===== config.mk =====
export PLATFORM = sky130hd
export DESIGN_NAME = wildcard_regex_matcher_flat
export DESIGN_NICKNAME = d
export VERILOG_FILES = /design/src/rtl/core/wrm_pkg.sv /design/src/rtl/core/wrm_if.sv /design/src/rtl/core/wrm_csr.sv /design/src/rtl/core/wrm_engine.sv /design/src/rtl/core/wildcard_regex_matcher.sv /design/src/flat_wrapper.sv
export SDC_FILE = /design/constraint.sdc
export NUM_CORES = 1
export LEC_CHECK = 0
export CAP_MARGIN = 15
export CELL_PAD_IN_SITES_DETAIL_PLACEMENT = 0
export CELL_PAD_IN_SITES_GLOBAL_PLACEMENT = 1
export CORE_MARGIN = 3
export CORE_UTILIZATION = 45
export DETAILED_ROUTE_END_ITERATION = 10
export DONT_BUFFER_PORTS = 1
export PLACE_DENSITY_LB_ADDON = 0.1
export SLEW_MARGIN = 20
export SYNTH_ARGS = -nofsm -noshare
export SYNTH_HDL_FRONTEND = slang
export SYNTH_SLANG_ARGS = --single-unit
export TNS_END_PERCENT = 20

===== constraint.sdc =====
create_clock -name clock -period 5.2 [get_ports clock]
set_input_delay 1.04 -clock clock [delete_from_list [all_inputs] [get_ports clock]]
set_output_delay 1.04 -clock clock [all_outputs]
set_load 0.1 [all_outputs]

===== src/rtl/core/wrm_pkg.sv =====
// wrm_pkg: shared constants for the wildcard regex matcher.
// Opcodes, special pattern bytes, field widths and register indexes.
// No dependencies.
`timescale 1ns / 1ps

package wrm_pkg;

   localparam int MAX_PATTERN_DEF = 64;

   localparam int OPCODE_W = 2;
   localparam int INDEX_W  = 6;
   localparam int SYMBOL_W = 8;
   localparam int LENGTH_W = 7;
   localparam int CSR_DATA_W = 32;
   localparam int CSR_ADDR_W = 3;

   localparam logic [OPCODE_W-1:0] OP_LOAD  = 2'd0;
   localparam logic [OPCODE_W-1:0] OP_START = 2'd1;
   localparam logic [OPCODE_W-1:0] OP_TEXT  = 2'd2;
   localparam logic [OPCODE_W-1:0] OP_NONE  = 2'd3;

   localparam logic [SYMBOL_W-1:0] SYM_ANY  = 8'h2E;
   localparam logic [SYMBOL_W-1:0] SYM_STAR = 8'h2A;

   // register index, taken from paddr[2]
   localparam logic REG_PATTERN_LENGTH = 1'b0;

endpackage


===== src/rtl/core/wrm_if.sv =====
// wrm_if: valid/ready channel interfaces for request and response beats.
// Depends on wrm_pkg for field widths.
`timescale 1ns / 1ps

interface wrm_req_if;
   logic                           valid;
   logic                           ready;
   logic [wrm_pkg::OPCODE_W-1:0]   opcode;
   logic [wrm_pkg::INDEX_W-1:0]    pattern_index;
   logic [wrm_pkg::SYMBOL_W-1:0]   symbol;

   modport source (output valid, output opcode, output pattern_index, output symbol,
                   input ready);
   modport sink   (input valid, input opcode, input pattern_index, input symbol,
                   output ready);
endinterface

interface wrm_rsp_if;
   logic valid;
   logic ready;
   logic full_match;

   modport source (output valid, output full_match, input ready);
   modport sink   (input valid, input full_match, output ready);
endinterface


===== src/rtl/core/wrm_csr.sv =====
// wrm_csr: APB-style register block holding pattern_length.
// Depends on wrm_pkg.
`timescale 1ns / 1ps

module wrm_csr (
   input  logic                             clock,
   input  logic                             reset,
   input  logic                             psel,
   input  logic                             penable,
   input  logic                             pwrite,
   input  logic [wrm_pkg::CSR_ADDR_W-1:0]   paddr,
   input  logic [wrm_pkg::CSR_DATA_W-1:0]   pwdata,
   output logic [wrm_pkg::CSR_DATA_W-1:0]   prdata,
   output logic                             pready,
   output logic [wrm_pkg::LENGTH_W-1:0]     pattern_length
);
   import wrm_pkg::*;

   logic [LENGTH_W-1:0] length_ff;
   logic [LENGTH_W-1:0] length_in;
   logic                wr_hit;

   assign pready = 1'b1;
   assign wr_hit = psel && penable && pwrite && (paddr[2] == REG_PATTERN_LENGTH);

   always_comb begin
      length_in = length_ff;
      if (wr_hit) begin
         length_in = pwdata[LENGTH_W-1:0];
      end
   end

   always_ff @(posedge clock) begin
      if (reset) begin
         length_ff <= '0;
      end else begin
         length_ff <= length_in;
      end
   end

   always_comb begin
      prdata = '0;
      if (paddr[2] == REG_PATTERN_LENGTH) begin
         prdata = {{(CSR_DATA_W-LENGTH_W){1'b0}}, length_ff};
      end
   end

   assign pattern_length = length_ff;

endmodule


===== src/rtl/core/wrm_engine.sv =====
// wrm_engine: pattern store and match-row memories plus the walk sequencer
// that updates the row one pattern position per cycle. Depends on wrm_pkg, wrm_if.
`timescale 1ns / 1ps

module wrm_engine #(
   parameter int MaxPattern = wrm_pkg::MAX_PATTERN_DEF
) (
   input  logic                         clock,
   input  logic                         reset,
   input  logic [wrm_pkg::LENGTH_W-1:0] pattern_length,
   wrm_req_if.sink                      req,
   wrm_rsp_if.source                    rsp
);
   import wrm_pkg::*;

   localparam int AW = (MaxPattern > 1) ? $clog2(MaxPattern) : 1;
   localparam int JW = $clog2(MaxPattern + 1);

   localparam logic ST_IDLE = 1'b0;
   localparam logic ST_WALK = 1'b1;

   // memories: pattern bytes and row bits 1..MaxPattern (entry j-1 holds bit j)
   logic [SYMBOL_W-1:0] pattern_ram [MaxPattern];
   logic                row_ram     [MaxPattern];

   logic                state_ff, state_in;
   logic [JW-1:0]       pos_ff, pos_in;
   logic                start_ff, start_in;
   logic [SYMBOL_W-1:0] sym_ff, sym_in;
   logic                row0_ff, row0_in;
   logic                row_clear_ff, row_clear_in;
   logic                old_prev_ff, old_prev_in;
   logic                new_p1_ff, new_p1_in;
   logic                new_p2_ff, new_p2_in;
   logic [SYMBOL_W-1:0] pat_prev_ff, pat_prev_in;
   logic                result_ff, result_in;
   logic                rsp_valid_ff, rsp_valid_in;

   logic [SYMBOL_W-1:0] pat_rdata_ff;
   logic                row_rdata_ff;

   logic [JW-1:0]       eff_len;
   logic [JW-1:0]       pos_m1;
   logic [AW-1:0]       rd_addr;
   logic                req_fire;
   logic                pat_we;
   logic                row_we;
   logic                old_cur;
   logic                fits_cur;
   logic                fits_prev;
   logic                is_star;
   logic                first_pos;
   logic                last_pos;
   logic                new_bit;

   assign eff_len = (int'(pattern_length) > MaxPattern) ? JW'(MaxPattern)
                                                       : JW'(pattern_length);

   assign req.ready = (state_ff == ST_IDLE) && (!rsp_valid_ff || rsp.ready);
   assign req_fire  = req.valid && req.ready;

   assign pos_m1    = pos_ff - JW'(1);
   assign last_pos  = (pos_ff == JW'(MaxPattern));
   assign first_pos = (pos_ff == JW'(1));
   assign rd_addr   = (state_ff == ST_WALK && !last_pos) ? pos_ff[AW-1:0] : '0;

   assign pat_we = req_fire && (req.opcode == OP_LOAD)
                   && (int'(req.pattern_index) < MaxPattern);
   assign row_we = (state_ff == ST_WALK);

   // row reads as zero until the first walk after reset has rewritten it
   assign old_cur   = row_clear_ff ? 1'b0 : row_rdata_ff;
   assign is_star   = (pat_rdata_ff == SYM_STAR);
   assign fits_cur  = (pat_rdata_ff == SYM_ANY) || (pat_rdata_ff == sym_ff);
   assign fits_prev = (pat_prev_ff == SYM_ANY) || (pat_prev_ff == sym_ff);

   always_comb begin
      new_bit = 1'b0;
      if (pos_ff <= eff_len) begin
         if (start_ff) begin
            new_bit = is_star && !first_pos && new_p2_ff;
         end else if (fits_cur) begin
            new_bit = old_prev_ff;
         end else if (is_star && !first_pos) begin
            new_bit = new_p2_ff || (fits_prev && old_cur);
         end
      end
   end

   always_ff @(posedge clock) begin
      if (pat_we) begin
         pattern_ram[AW'(req.pattern_index)] <= req.symbol;
      end
      pat_rdata_ff <= pattern_ram[rd_addr];
   end

   always_ff @(posedge clock) begin
      if (row_we) begin
         row_ram[pos_m1[AW-1:0]] <= new_bit;
      end
      row_rdata_ff <= row_ram[rd_addr];
   end

   always_comb begin
      state_in     = state_ff;
      pos_in       = pos_ff;
      start_in     = start_ff;
      sym_in       = sym_ff;
      row0_in      = row0_ff;
      row_clear_in = row_clear_ff;
      old_prev_in  = old_prev_ff;
      new_p1_in    = new_p1_ff;
      new_p2_in    = new_p2_ff;
      pat_prev_in  = pat_prev_ff;
      result_in    = result_ff;
      rsp_valid_in = rsp_valid_ff;

      if (rsp_valid_ff && rsp.ready) begin
         rsp_valid_in = 1'b0;
      end

      if (req_fire) begin
         case (req.opcode)
            OP_START, OP_TEXT: begin
               start_in    = (req.opcode == OP_START);
               state_in    = ST_WALK;
               pos_in      = JW'(1);
               sym_in      = req.symbol;
               old_prev_in = row0_ff;
               row0_in     = (req.opcode == OP_START);
               new_p1_in   = (req.opcode == OP_START);
               result_in   = (req.opcode == OP_START);
            end
            default: begin
               result_in    = 1'b0;
               rsp_valid_in = 1'b1;
            end
         endcase
      end

      if (state_ff == ST_WALK) begin
         old_prev_in = old_cur;
         new_p2_in   = new_p1_ff;
         new_p1_in   = new_bit;
         pat_prev_in = pat_rdata_ff;
         pos_in      = pos_ff + JW'(1);
         if (pos_ff == eff_len) begin
            result_in = new_bit;
         end
         if (last_pos) begin
            state_in     = ST_IDLE;
            row_clear_in = 1'b0;
            rsp_valid_in = 1'b1;
         end
      end
   end

   always_ff @(posedge clock) begin
      if (reset) begin
         state_ff     <= ST_IDLE;
         row0_ff      <= 1'b1;
         row_clear_ff <= 1'b1;
         rsp_valid_ff <= 1'b0;
      end else begin
         state_ff     <= state_in;
         row0_ff      <= row0_in;
         row_clear_ff <= row_clear_in;
         rsp_valid_ff <= rsp_valid_in;
      end
   end

   always_ff @(posedge clock) begin
      pos_ff      <= pos_in;
      start_ff    <= start_in;
      sym_ff      <= sym_in;
      old_prev_ff <= old_prev_in;
      new_p1_ff   <= new_p1_in;
      new_p2_ff   <= new_p2_in;
      pat_prev_ff <= pat_prev_in;
      result_ff   <= result_in;
   end

   assign rsp.valid      = rsp_valid_ff;
   assign rsp.full_match = result_ff;

endmodule


===== src/rtl/core/wildcard_regex_matcher.sv =====
// Wildcard regex matcher: '.' matches any byte, '*' repeats the element before it.
// Load beats write pattern bytes by index; a start beat builds the empty-text row; each
// text beat advances the match row and returns whether the whole pattern (first
// pattern_length bytes, capped at MAX_PATTERN) matches all text since the last start.
// Load and unused-opcode beats return 0 in the next cycle. A start or text beat keeps the
// engine busy after it is accepted, walking one pattern position per cycle over the row
// memory up to position MAX_PATTERN. Its result is presented in the next cycle, and the next
// beat can be accepted in that same cycle if the result is taken then. Result is held in an
// output register until taken. No clearing pass is needed after reset.
`timescale 1ns / 1ps

module wildcard_regex_matcher #(
   parameter int MAX_PATTERN = wrm_pkg::MAX_PATTERN_DEF
) (
   input  logic                             clock,
   input  logic                             reset,
   wrm_req_if.sink                          req_bus,
   wrm_rsp_if.source                        rsp_bus,
   input  logic                             psel,
   input  logic                             penable,
   input  logic                             pwrite,
   input  logic [wrm_pkg::CSR_ADDR_W-1:0]   paddr,
   input  logic [wrm_pkg::CSR_DATA_W-1:0]   pwdata,
   output logic [wrm_pkg::CSR_DATA_W-1:0]   prdata,
   output logic                             pready
);
   import wrm_pkg::*;

   logic [LENGTH_W-1:0] pattern_length;

   wrm_csr u_csr (
      .clock          (clock),
      .reset          (reset),
      .psel           (psel),
      .penable        (penable),
      .pwrite         (pwrite),
      .paddr          (paddr),
      .pwdata         (pwdata),
      .prdata         (prdata),
      .pready         (pready),
      .pattern_length (pattern_length)
   );

   wrm_engine #(
      .MaxPattern (MAX_PATTERN)
   ) u_engine (
      .clock          (clock),
      .reset          (reset),
      .pattern_length (pattern_length),
      .req            (req_bus),
      .rsp            (rsp_bus)
   );

endmodule


===== src/flat_wrapper.sv =====
// flat-port wrapper written by rule: the top's interface ports become plain ports
module wildcard_regex_matcher_flat import wrm_pkg::*;
#(
   parameter int MAX_PATTERN = wrm_pkg::MAX_PATTERN_DEF
)
  (clock, reset, psel, penable, pwrite, paddr, pwdata, prdata, pready, req_bus_valid, req_bus_opcode, req_bus_pattern_index, req_bus_symbol, req_bus_ready, rsp_bus_valid, rsp_bus_full_match, rsp_bus_ready);
  wrm_req_if req_bus_i ();
  wrm_rsp_if rsp_bus_i ();
  input  logic clock;
  input  logic reset;
  input  logic psel;
  input  logic penable;
  input  logic pwrite;
  input  logic [wrm_pkg::CSR_ADDR_W-1:0] paddr;
  input  logic [wrm_pkg::CSR_DATA_W-1:0] pwdata;
  output logic [wrm_pkg::CSR_DATA_W-1:0] prdata;
  output logic pready;
  input wire logic [$bits(req_bus_i.valid)-1:0] req_bus_valid;
  input wire logic [$bits(req_bus_i.opcode)-1:0] req_bus_opcode;
  input wire logic [$bits(req_bus_i.pattern_index)-1:0] req_bus_pattern_index;
  input wire logic [$bits(req_bus_i.symbol)-1:0] req_bus_symbol;
  output wire logic [$bits(req_bus_i.ready)-1:0] req_bus_ready;
  output wire logic [$bits(rsp_bus_i.valid)-1:0] rsp_bus_valid;
  output wire logic [$bits(rsp_bus_i.full_match)-1:0] rsp_bus_full_match;
  input wire logic [$bits(rsp_bus_i.ready)-1:0] rsp_bus_ready;
  assign req_bus_i.valid = req_bus_valid;
  assign req_bus_i.opcode = req_bus_opcode;
  assign req_bus_i.pattern_index = req_bus_pattern_index;
  assign req_bus_i.symbol = req_bus_symbol;
  assign req_bus_ready = req_bus_i.ready;
  assign rsp_bus_valid = rsp_bus_i.valid;
  assign rsp_bus_full_match = rsp_bus_i.full_match;
  assign rsp_bus_i.ready = rsp_bus_ready;
  wildcard_regex_matcher #(.MAX_PATTERN(MAX_PATTERN)) u_core (.clock(clock), .reset(reset), .req_bus(req_bus_i), .rsp_bus(rsp_bus_i), .psel(psel), .penable(penable), .pwrite(pwrite), .paddr(paddr), .pwdata(pwdata), .prdata(prdata), .pready(pready));
endmodule

After elaboration in Yosys (flattened, before gate mapping)

Memory sizes are Yosys's and may differ from the RTL's. A register that Yosys moved wholly into a read port is not among the register bits.
Cells that the tools add are included.
W data, S select, Z words.

Bitwise gates (word level): 2
Equality and inequality tests: 10
Reduce and logical (&&, ||, !) cells: 25
Add/subtract/negate cells: 2
Muxes and demuxes: 34
Order comparisons: 2

Operators by type and width:

| cell                  | count |
|---|---|
| $mux W7               | 5 |
| $mux W1               | 28 |
| $eq A8 B6 Y1 const B  | 3 |
| $eq A8 B8 Y1          | 2 |
| $logic_and A1 B1 Y1   | 11 |
| $add A7 B1 Y7 const B | 1 |
| $eq A7 B1 Y1 const B  | 1 |
| $eq A7 B7 Y1          | 1 |
| $eq A7 B7 Y1 const B  | 1 |
| $gt A7 B7 Y1 const B  | 1 |
| $le A7 B7 Y1          | 1 |
| $mux W6               | 1 |
| $reduce_and A2 Y1     | 3 |
| $sub A6 B1 Y6 const B | 1 |
| $logic_or A1 B1 Y1    | 4 |
| $reduce_bool A2 Y1    | 2 |
| $logic_not A1 Y1      | 3 |
| $eq A2 B1 Y1 const B  | 1 |
| $eq A2 B2 Y1 const B  | 1 |
| $logic_not A2 Y1      | 1 |
| $not A1 Y1            | 2 |
| $reduce_or A2 Y1      | 1 |

Bits in registers: 39
Input port bits: 58
Memory bits (writable): 576
Output and inout port bits: 36
Memories kept: 2
Word-level logic and storage cells: 90

Memories:

| name                        | words | bits a word | read ports | clocked after Yosys merged registers in | wr ports | RTL line         | RTL |
|---|---|---|---|---|---|---|---|
| u_core.u_engine.pattern_ram | 64    | 8           | 1          | 1                                       | 1        | wrm_engine.sv:23 | `logic [SYMBOL_W-1:0] pattern_ram [MaxPattern];` |
| u_core.u_engine.row_ram     | 64    | 1           | 1          | 1                                       | 1        | wrm_engine.sv:24 | `logic row_ram [MaxPattern];` |

Logic depth before layout (Yosys ltp)

Gate-level depths: netlist of run 1.

Depth in word-level cells: 10
Gate-level depth with buffers: 14

By module

Synthesis of run 1 repeated with hierarchy kept, for this count alone.

Cells, all modules: 1727
Area, all modules: 25961.1 um2

By module, submodules not included:

| module     | times used | sequential area each (um2) | cells each | area each (um2) |
|---|---|---|---|---|
| wrm_engine | 1          | 18387.6                    | 1661       | 25374.3 |
| wrm_csr    | 1          | 140.1                      | 66         | 586.8 |

Worst setup path before layout of run 1

OpenSTA, ideal clock, no wires.

Path kind: reg-to-reg
From: register u_core.u_engine.pos_ff[0]
To: memory u_core.u_engine.row_ram[0] (data pin)
Data arrival time: 3.826 ns
Cell stages (with the launch flop): 11
Clock period less this slack: 4.401 ns
Data required time: 4.625 ns
Setup time: 0.575 ns
Setup slack: 0.799 ns
Cells stage by stage: edfxtp_1 buf_2 inv_1 buf_1 ha_1 nor2b_1 o21a_1 o21ai_0 a21oi_1 nor3_1 a2bb2oi_1

Cells in the longest elaborated chain, start to end: 7
Elaborated cells on any way between the ends: 9
Those cells by class: order compare (1); eq/ne (1); mux (4); reduce/logical (3)

Ends and longest elaborated chain:

| element                     | RTL line                           | RTL |
|---|---|---|
| start: declaration          | wrm_engine.sv:27                   | `logic [JW-1:0] pos_ff, pos_in;` |
| start signal: assignment    | wrm_engine.sv:173                  | `pos_ff <= pos_in;` |
| $eq A7 B1 Y1                | wrm_engine.sv:64                   | `assign first_pos = (pos_ff == JW'(1));` |
| $logic_not A1 Y1            | wrm_engine.sv:81, wrm_engine.sv:84 |  |
| $logic_and A1 B1 Y1         | wrm_engine.sv:81, wrm_engine.sv:84 |  |
| $mux W1                     | wrm_engine.sv:84                   | `end else if (is_star && !first_pos) begin` |
| $mux W1                     | wrm_engine.sv:82                   | `end else if (fits_cur) begin` |
| $mux W1                     | wrm_engine.sv:80                   | `if (start_ff) begin` |
| $mux W1 *                   | wrm_engine.sv:79                   | `if (pos_ff <= eff_len) begin` |
| via u_core.u_engine.new_bit | wrm_engine.sv:54                   | `logic new_bit;` |
| end: declaration            | wrm_engine.sv:24                   |  |

Mark *: on every way through the listed nets, which the timed path passes. The rest lies on a longest branch.

Worst setup path in the final report of run 1

From: register u_core.u_engine.pos_ff[1]
To: register u_core.u_engine.pat_rdata_ff[2] (read register of u_core.u_engine.pattern_ram)

Cells in the longest elaborated chain, start to end: 4

Ends and longest elaborated chain:

| element             | RTL line         | RTL |
|---|---|---|
| $eq A7 B7 Y1        | wrm_engine.sv:63 | `assign last_pos = (pos_ff == JW'(MaxPattern));` |
| $logic_not A1 Y1    | wrm_engine.sv:65 | `assign rd_addr = (state_ff == ST_WALK && !last_pos) ? pos_ff[AW-1:0] : '0;` |
| $logic_and A1 B1 Y1 | wrm_engine.sv:65 |  |
| $mux W6 *           | wrm_engine.sv:65 |  |
| end: declaration    | wrm_engine.sv:39 | `logic [SYMBOL_W-1:0] pat_rdata_ff;` |

Every way passes the cells marked *; elsewhere a longest branch is shown, timed or not.
A chain may end at the register's enable or synchronous reset.

==> impl_metrics.py, run 1 <==
metrics = {
    "drt": {
        "drc": 0,
        "drt-total-wl_um": 66100,
        "viasPerCell": 5.75,
        "ant_nets": 0,
        "drt-pass1-iter-count": 5,
        "vias": 14600,
        "first_iter_violations": 1319,
        "routedWlPerCell_um": 26.1,
    },
    "layout": {
        "final_cells": 2535,
        "area_delta_synth_final_pct": 11.3,
        "fin_util": 0.511,
        "fillers": 4748,
        "insertedDiodeCount": 0,
        "nets": 1808,
        "drive_gt1_frac": 0.109,
    },
    "yosys": {
        "async_flop_share": 0,
        "ys.flop_type": "edfxtp_1",
        "synth_edf_count": 603,
        "synth_seq_cells": 624,
        "synthesis.area_um2": 25600,
        "seq_area_frac_synth": 0.725,
        "synth_cell_types": 69,
        "syn_inst": 1715,
        "syn_area_per_cell_um2": 14.9,
        "yosys_warnings": 0,
    },
    "sta": {
        "min_period_over_period": 0.764,
        "fmax_mhz": 252,
        "finalSetupViolations": 0,
        "slew_viol_final": 0,
        "relSlewSlack": 0.285,
        "fin_crit_ps": 3970,
        "tns_ps": 0,
        "rsz0062_at_grt": "false",
        "tightest_slew_ps": 1070,
        "fin_skew_ps": 15.7,
        "finalHoldViolations": 0,
        "setup_ws_ps": 1230,
    },
    "clocking": {
        "root_buffer": "clkbuf_16",
        "h-tree-depth": 3,
        "cts_resized": 0,
        "postCtsHoldBufs": 0,
        "cts_sinks": 624,
        "path_clk_slew_ps": 60,
        "cts_buffers": 68,
        "cts.path.max_buffers": 3,
        "cts_setup_buffers": 0,
        "clk_latency_ps": 590,
        "cts_tree": "yes",
    },
    "floorplan": {
        "die-width_um": 244,
        "initial_core_util": 0.459,
        "num_io_pins": 94,
        "rows": 86,
        "core_um2": 55600,
        "die_h_um": 244,
        "die_area_um2": 59700,
    },
    "critical_path": {
        "critPathMaxStageDelay_ps": 880,
        "path_max_fanout": 28,
        "cp-end-kind": "flip-flop",
        "worst-path-buf-inv": 3,
        "cp_common_cell": "buf_4",
        "arrival_ps": 4430,
        "start_kind": "flip-flop",
        "path_class": "flip-flop to flip-flop",
        "required_ps": 5650,
        "critPathSlowestCell": "o21ai_4",
        "path_cells": "inv_1 -> ha_1 -> nand4bb_1 -> o21ai_4 -> buf_4 -> buf_4 -> mux2i_1 -> o22ai_1 -> nor3_1 -> nor4_1",
        "path_delay_family": "compound AO/OA/AOI/OAI gates",
    },
    "global_route": {
        "grt_pass1_vias": 14300,
        "track_usage": 0.221,
        "overflow": 0,
        "grt_pass1_wl_um": 96000,
        "grt_max_degree": 66,
        "antenna_found_initial": 0,
    },
    "power_and_ir_drop": {
        "power_density_nw_per_um2": 384,
        "leakagePower_nw": 9.43,
        "ir_worst_vdd_mv": 0.286,
    },
    "place": {
        "place_ws_ps": 1220,
        "gp_congestion": 0.807,
        "dp_hpwl_um": 40600,
        "io_buffers": 0,
        "dpl.cell_count": 2416,
    },
    "status": {
        "outcome": "finished, final reports clean",
    },
    "job": {
        "maxCapViolations": 0,
    },
    "worst_hold_path": {
        "min_path_type": "flip-flop to flip-flop",
    },
}
[logic make-up (layout without fill, tap and decap cells)]
logic type      count (synthesis)  in the layout  share of synthesized area
simple gates                  493            493                     0.0867
flops                         624            624                      0.725
buf+inv                       124            172                     0.0256
xor+xnor                       21             21                    0.00720
fa+ha+maj                      12             12                    0.00588
other cells                     2             26                   0.000294
compound gates                285            285                     0.0757
mux                           154            154                     0.0736
[placed cells by master, fill, tap and decap left out, types with 12 or more instances in the layout]
| cell | netlist | final |
|---|---|---|
| edfxtp_1 | 603 | 603 |
| nand2_1 | 176 | 176 |
| nor2_1 | 169 | 167 |
| mux2i_1 | 108 | 108 |
| clkbuf_16 | 0 | 71 |
| a21oi_1 | 64 | 63 |
| o22ai_1 | 47 | 47 |
| buf_4 | 37 | 40 |
| nand3_1 | 33 | 32 |
| a22oi_1 | 30 | 30 |
| a211oi_1 | 28 | 28 |
| a31oi_1 | 26 | 26 |
| conb_1 | 2 | 26 |
| mux4_2 | 25 | 25 |
| mux2_2 | 21 | 21 |
| and3_1 | 20 | 20 |
| dfxtp_1 | 21 | 20 |
| clkinv_1 | 0 | 18 |
| o31ai_1 | 16 | 16 |
| clkbuf_1 | 42 | 16 |
| nor2b_1 | 21 | 15 |
| nor3_1 | 15 | 15 |
| nor4_1 | 12 | 12 |
| ha_1 | 12 | 12 |
[power by group]
group          internal (W)  switching [W]  leakage [nW]
Clock               0.00270        0.00187          1.01
Combinational      0.000227       0.000523          2.94
Sequential          0.00556      0.0000584          5.48
[path summary, 6_finish.rpt]
| check | startpoint | to | slack (ps) | depth (start not counted) |
|---|---|---|---|---|
| setup / recovery | u_core.u_engine.pos_ff[1] | u_core.u_engine.pat_rdata_ff[2] | 1230 | 10 |
| hold / removal | u_core.u_engine.new_p1_ff | u_core.u_engine.new_p2_ff | 440 | 0 |
| setup reg to reg | u_core.u_engine.pos_ff[1] | u_core.u_engine.pat_rdata_ff[2] | 1230 | 10 |
| hold reg to reg | u_core.u_engine.new_p1_ff | u_core.u_engine.new_p2_ff | 440 | 0 |
[cells in the mapped netlist (3+ instances only)]
cell | instances | area share
o31ai_1 | 16 | 0.0047
o2bb2ai_1 | 10 | 0.0034
nor2b_1 | 21 | 0.0051
nand4_1 | 3 | 0.00073
o21ai_0 | 11 | 0.0022
or3_1 | 5 | 0.0012
or4_1 | 8 | 0.0024
dfxtp_1 | 21 | 0.016
inv_1 | 11 | 0.0016
mux2i_1 | 108 | 0.042
nor3_1 | 15 | 0.0029
nor2_1 | 169 | 0.025
edfxtp_1 | 603 | 0.71
xor2_1 | 11 | 0.0038
o32ai_1 | 8 | 0.0027
nand2b_1 | 3 | 0.00073
nor4_1 | 12 | 0.0029
a22o_1 | 8 | 0.0027
a31oi_1 | 26 | 0.0064
nand2_1 | 176 | 0.026
a22oi_1 | 30 | 0.0088
nand3_1 | 33 | 0.0065
nand3b_1 | 7 | 0.0021
buf_4 | 37 | 0.011
and3_1 | 20 | 0.0049
a21oi_1 | 64 | 0.013
mux2_2 | 21 | 0.0093
a211oi_1 | 28 | 0.0082
o211ai_1 | 8 | 0.0024
and2_1 | 6 | 0.0015
a2bb2oi_1 | 3 | 0.0010
clkbuf_1 | 42 | 0.0062
o22ai_1 | 47 | 0.012
buf_2 | 18 | 0.0035
mux4_2 | 25 | 0.022
o221ai_1 | 9 | 0.0031
xnor2_1 | 10 | 0.0034
buf_1 | 12 | 0.0018
ha_1 | 12 | 0.0059
[per-stage QoR]
step           total power, W  hold WS, ps  area, um2
2_1_floorplan         0.00627          400      25600
3_3_place_gp          0.00647          407      26300
3_5_place_dp          0.00647          415      26300
6_report               0.0109          436      28400
4_1_cts                0.0110          429      28400
5_1_grt                0.0113          439      28400
[layer usage]
layer,vias up,GRT usage,share of wire
li1,6613,-,-
met1,7407,0.323,0.45
met2,464,0.340,0.46
met3,97,0.0453,0.070
met4,0,0.0584,0.023
met5,-,0,0
[layout make-up]
type	count	area [um2]	area share
Sequential cell	624	18500	0.651
Clock buffer	88	1850	0.0651
Inverter	12	45.0	0.00158
Tap cell	748	936	0.0329
Multi-Input combinational cell	991	6520	0.229
Timing Repair Buffer	41	320	0.0113
Clock inverter	31	245	0.00862
[registers in the layout, indices dropped and copies added, names as in the netlist]
register                        cells
u_core.u_engine.row_rdata_ff        1
u_core.u_engine.rsp.valid           1
u_core.u_csr.pattern_length         7
u_core.u_engine.pat_rdata_ff        8
u_core.u_engine.new_p1_ff           1
u_core.u_engine.pos_ff              7
u_core.u_engine.start_ff            1
u_core.u_engine.pattern_ram       512
u_core.u_engine.pat_prev_ff         8
u_core.u_engine.row0_ff             1
u_core.u_engine.rsp.full_match      1
u_core.u_engine.row_ram            64
u_core.u_engine.old_prev_ff         1
u_core.u_engine.row_clear_ff        1
u_core.u_engine.row_we              1
u_core.u_engine.new_p2_ff           1
u_core.u_engine.sym_ff              8
[worst reg2reg max path, stage by stage (launching register included)]
cell and delay [ps]:
edfxtp_1 380, inv_1 200, ha_1 530, nand4bb_1 330
o21ai_4 880, buf_4 310, buf_4 300, mux2i_1 240
o22ai_1 170, nor3_1 430, nor4_1 90
(Power assumes the default switching activity.)
==> inputs of run 2 (changes only) <==
--- a/config.mk
+++ b/config.mk
@@ -5,6 +5,7 @@
 export SDC_FILE = /design/constraint.sdc
 export NUM_CORES = 1
 export LEC_CHECK = 0
+export ABC_AREA = 1
 export CAP_MARGIN = 15
 export CELL_PAD_IN_SITES_DETAIL_PLACEMENT = 0
 export CELL_PAD_IN_SITES_GLOBAL_PLACEMENT = 1
==> constraint.sdc (replaced) <==
create_clock -name clock -period 3.4 [get_ports clock]
set_input_delay 0.68 -clock clock [delete_from_list [all_inputs] [get_ports clock]]
set_output_delay 0.68 -clock clock [all_outputs]
set_load 0.1 [all_outputs]
==> run 2 against run 1 <==
- sequential power is 53% higher
- die area is 10% higher
- clock-buffer cell count is 6 higher
- sequential share of layout area is 5.8 points lower
- register-to-register slack worse by 1000 ps
- power is 59% higher
- sequential cell count stayed put
- final cell count is 39% higher
- routed wire length is 14% higher
- critical endpoint is now u_core.u_engine.pat_rdata_ff[7]
- largest power group unchanged
==> impl_metrics.py, run 2 <==
metrics = {
    "sta": {
        "rsz0062_at_grt": "false",
        "tightest_slew_ps": 1040,
        "relSlewSlack": 0.303,
        "fin_skew_ps": 29.2,
        "finalSetupViolations": 0,
        "setup_ws_ps": 218,
        "tns_ps": 0,
        "fin_hold_ws_ps": 139,
        "finalHoldViolations": 0,
        "slew_viol_final": 0,
        "fin_crit_ps": 3180,
        "min_period_over_period": 0.936,
        "fmax_mhz": 314,
    },
    "yosys": {
        "synth_cell_types": 34,
        "seq_area_frac_synth": 0.657,
        "synth_seq_cells": 624,
        "synthesis.area_um2": 28200,
        "async_flop_share": 0,
        "synth_top_area_cell": "edfxtp_1",
        "netlist_top_cells_count": "nand2_1 (616), edfxtp_1 (603), nand3_1 (597)",
        "ys.flop_type": "edfxtp_1",
        "synth_top_area_frac": 0.642,
        "syn_inst": 2656,
        "yosys_warnings": 0,
        "syn_area_per_cell_um2": 10.6,
        "synth.area.top_cells": "edfxtp_1 (64%), nand3_1 (11%), nand2_1 (8.2%)",
        "yosysMostFrequentCell": "nand2_1",
        "synth_edf_count": 603,
    },
    "job": {
        "maxCapViolations": 0,
    },
    "layout": {
        "multi_input_area_um2": 7890,
        "fillers": 5555,
        "area_delta_synth_final_pct": 10.8,
        "nets": 2708,
        "final_common_cell": "nand2_1",
        "insertedDiodeCount": 0,
        "drive_gt1_frac": 0.0725,
        "layout_common_cells": "nand2_1 (616), edfxtp_1 (603), nand3_1 (597)",
        "largest_reg_flops": 512,
        "max_flop_register": "u_core.u_engine.pattern_ram",
        "fin_util": 0.505,
        "seqCellArea_um2": 18500,
    },
    "global_route": {
        "grt_pass1_wl_um": 114000,
        "antenna_found_initial": 1,
        "track_usage": 0.227,
        "overflow": 0,
        "grt_pass1_vias": 18500,
        "grt_max_degree": 145,
    },
    "place": {
        "dp_hpwl_um": 41800,
        "gp_congestion": 0.810,
        "io_buffers": 0,
        "place_ws_ps": 219,
    },
    "power_and_ir_drop": {
        "ir_worst_vdd_mv": 0.390,
        "p_comb_frac": 0.083,
        "switching_power_w": 0.00416,
        "leakagePower_nw": 11.8,
        "p_int_w": 0.0132,
        "swShare": 0.239,
        "clockPowerShare": 0.424,
        "pwr-share-seq": 0.493,
        "power_density_nw_per_um2": 557,
    },
    "critical_path": {
        "cp-end-kind": "flip-flop",
        "reg2regPathDepth": 14,
        "rr_startpoint": "u_core.u_engine.pos_ff[1]",
        "cp_common_cell": "nand3_1",
        "path_class": "flip-flop to flip-flop",
        "worst-path-buf-inv": 2,
        "critPathSlowestCell": "nor2_4",
        "cp_num_cells": 14,
        "cp-startpoint": "u_core.u_engine.pos_ff[1]",
        "path_cells": "inv_1 -> ha_1 -> nand2_1 -> nor2_4 -> nand2_8 -> nand2_8 -> nor2_4 -> buf_12 -> nand2_1 -> nand3_1 -> nand3_1 -> nand3_1 -> nand3_1 -> nand2_1",
        "crit_path_end": "u_core.u_engine.pat_rdata_ff[7]",
        "critPathMaxStageDelay_ps": 760,
        "required_ps": 3950,
        "path_max_fanout": 56,
        "r2r_slack_ps": 220,
        "arrival_ps": 3740,
        "path_delay_family": "simple AND/OR/NAND/NOR gates",
        "start_kind": "flip-flop",
        "r2r_end": "u_core.u_engine.pat_rdata_ff[7]",
    },
    "clocking": {
        "path_clk_slew_ps": 60,
        "cts_resized": 0,
        "cts_setup_buffers": 0,
        "root_buffer": "clkbuf_16",
        "cts_sinks": 624,
        "h-tree-depth": 3,
        "postCtsHoldBufs": 0,
        "clk_latency_ps": 610,
        "cts.path.max_buffers": 3,
        "cts_buffers": 69,
        "cts_tree": "yes",
    },
    "floorplan": {
        "rows": 91,
        "initial_core_util": 0.456,
        "die_area_um2": 65700,
        "num_io_pins": 94,
        "core_um2": 61800,
        "die_h_um": 256,
        "die-width_um": 256,
    },
    "drt": {
        "viasPerCell": 5.37,
        "ant_nets": 0,
        "routedWlPerCell_um": 21.4,
        "drt-total-wl_um": 75400,
        "drc": 0,
        "first_iter_violations": 1700,
        "vias": 19000,
        "drt-pass1-iter-count": 5,
    },
    "worst_hold_path": {
        "min_path_type": "input port to flip-flop",
    },
    "status": {
        "outcome": "finished, final reports clean",
    },
}
## run 2: cell types whose count changed after synthesis, sizes merged, moves of 24 or more
| cell | before | now |
|---|---|---|
| inv | 12 | 232 |
| mux2i | 108 | 0 |
| nand2 | 176 | 621 |
| a211oi | 28 | 0 |
| nand3b | 7 | 144 |
| buf | 70 | 155 |
| a21oi | 65 | 18 |
| a22oi | 30 | 0 |
| o22ai | 47 | 0 |
| a31oi | 26 | 2 |
| mux4 | 25 | 0 |
| nand3 | 33 | 598 |
## run 2: layout make-up
class / count / area share
clock buffer: 94 / 0.0613
clock inverter: 30 / 0.00937
inverter: 234 / 0.0284
multi-input combinational: 1645 / 0.252
sequential: 624 / 0.593
tap: 837 / 0.0335
timing repair buffer: 64 / 0.0218
## run 2: layer usage
layer / track usage / up-vias / part of all wire
met5: 0 / - / 0
met4: 0.0754 / 0 / 0.030
met3: 0.0409 / 133 / 0.058
met2: 0.363 / 524 / 0.47
met1: 0.317 / 9287 / 0.44
li1: - / 9015 / -
## run 2: how the worst min path moves through the flow
| stage | depth (start not counted) | endpoint | start |
|---|---|---|---|
| final | 1 | u_core.u_engine.row_we | reset |
| after CTS | 1 | u_core.u_engine.rsp.valid | reset |
| after detailed placement | 0 | u_core.u_engine.new_p2_ff | u_core.u_engine.new_p1_ff |
| after global routing | 1 | u_core.u_engine.row_we | reset |
| after global placement | 0 | u_core.u_engine.new_p2_ff | u_core.u_engine.new_p1_ff |
| after floorplan | 0 | u_core.u_engine.new_p2_ff | u_core.u_engine.new_p1_ff |
## run 2: stage by stage
| step | instances | total power, W | instance area (um2) |
|---|---|---|---|
| floorplan | 2680 | 0.00979 | 28300 |
| global placement | 3404 | 0.0102 | 29000 |
| detailed placement | 3404 | 0.0102 | 29000 |
| CTS | 3528 | 0.0175 | 31200 |
| global route | 3528 | 0.0180 | 31200 |
| finish | 3528 | 0.0174 | 31200 |
## run 2: logic make-up (layout without fill, tap and decap cells)
kind of cell | count (synthesis) | after routing | synth area share
AOI/OAI and AO/OA | 35 | 35 | 0.00648
xor gates and xnor gates | 14 | 14 | 0.00435
other | 2 | 26 | 0.000266
adders and majority gates | 12 | 12 | 0.00533
and+or+nand+nor | 1558 | 1558 | 0.259
buffers and inverters | 411 | 422 | 0.0678
DFF | 624 | 624 | 0.657
## run 2: power by group through the flow
stage               Sequential (W)  Clock, W  Combinational (W)
floorplan                  0.00873         0            0.00106
global placement           0.00874         0            0.00142
detailed placement         0.00874         0            0.00144
CTS                        0.00858   0.00752            0.00144
global route               0.00858   0.00781            0.00158
finish                     0.00858   0.00737            0.00144
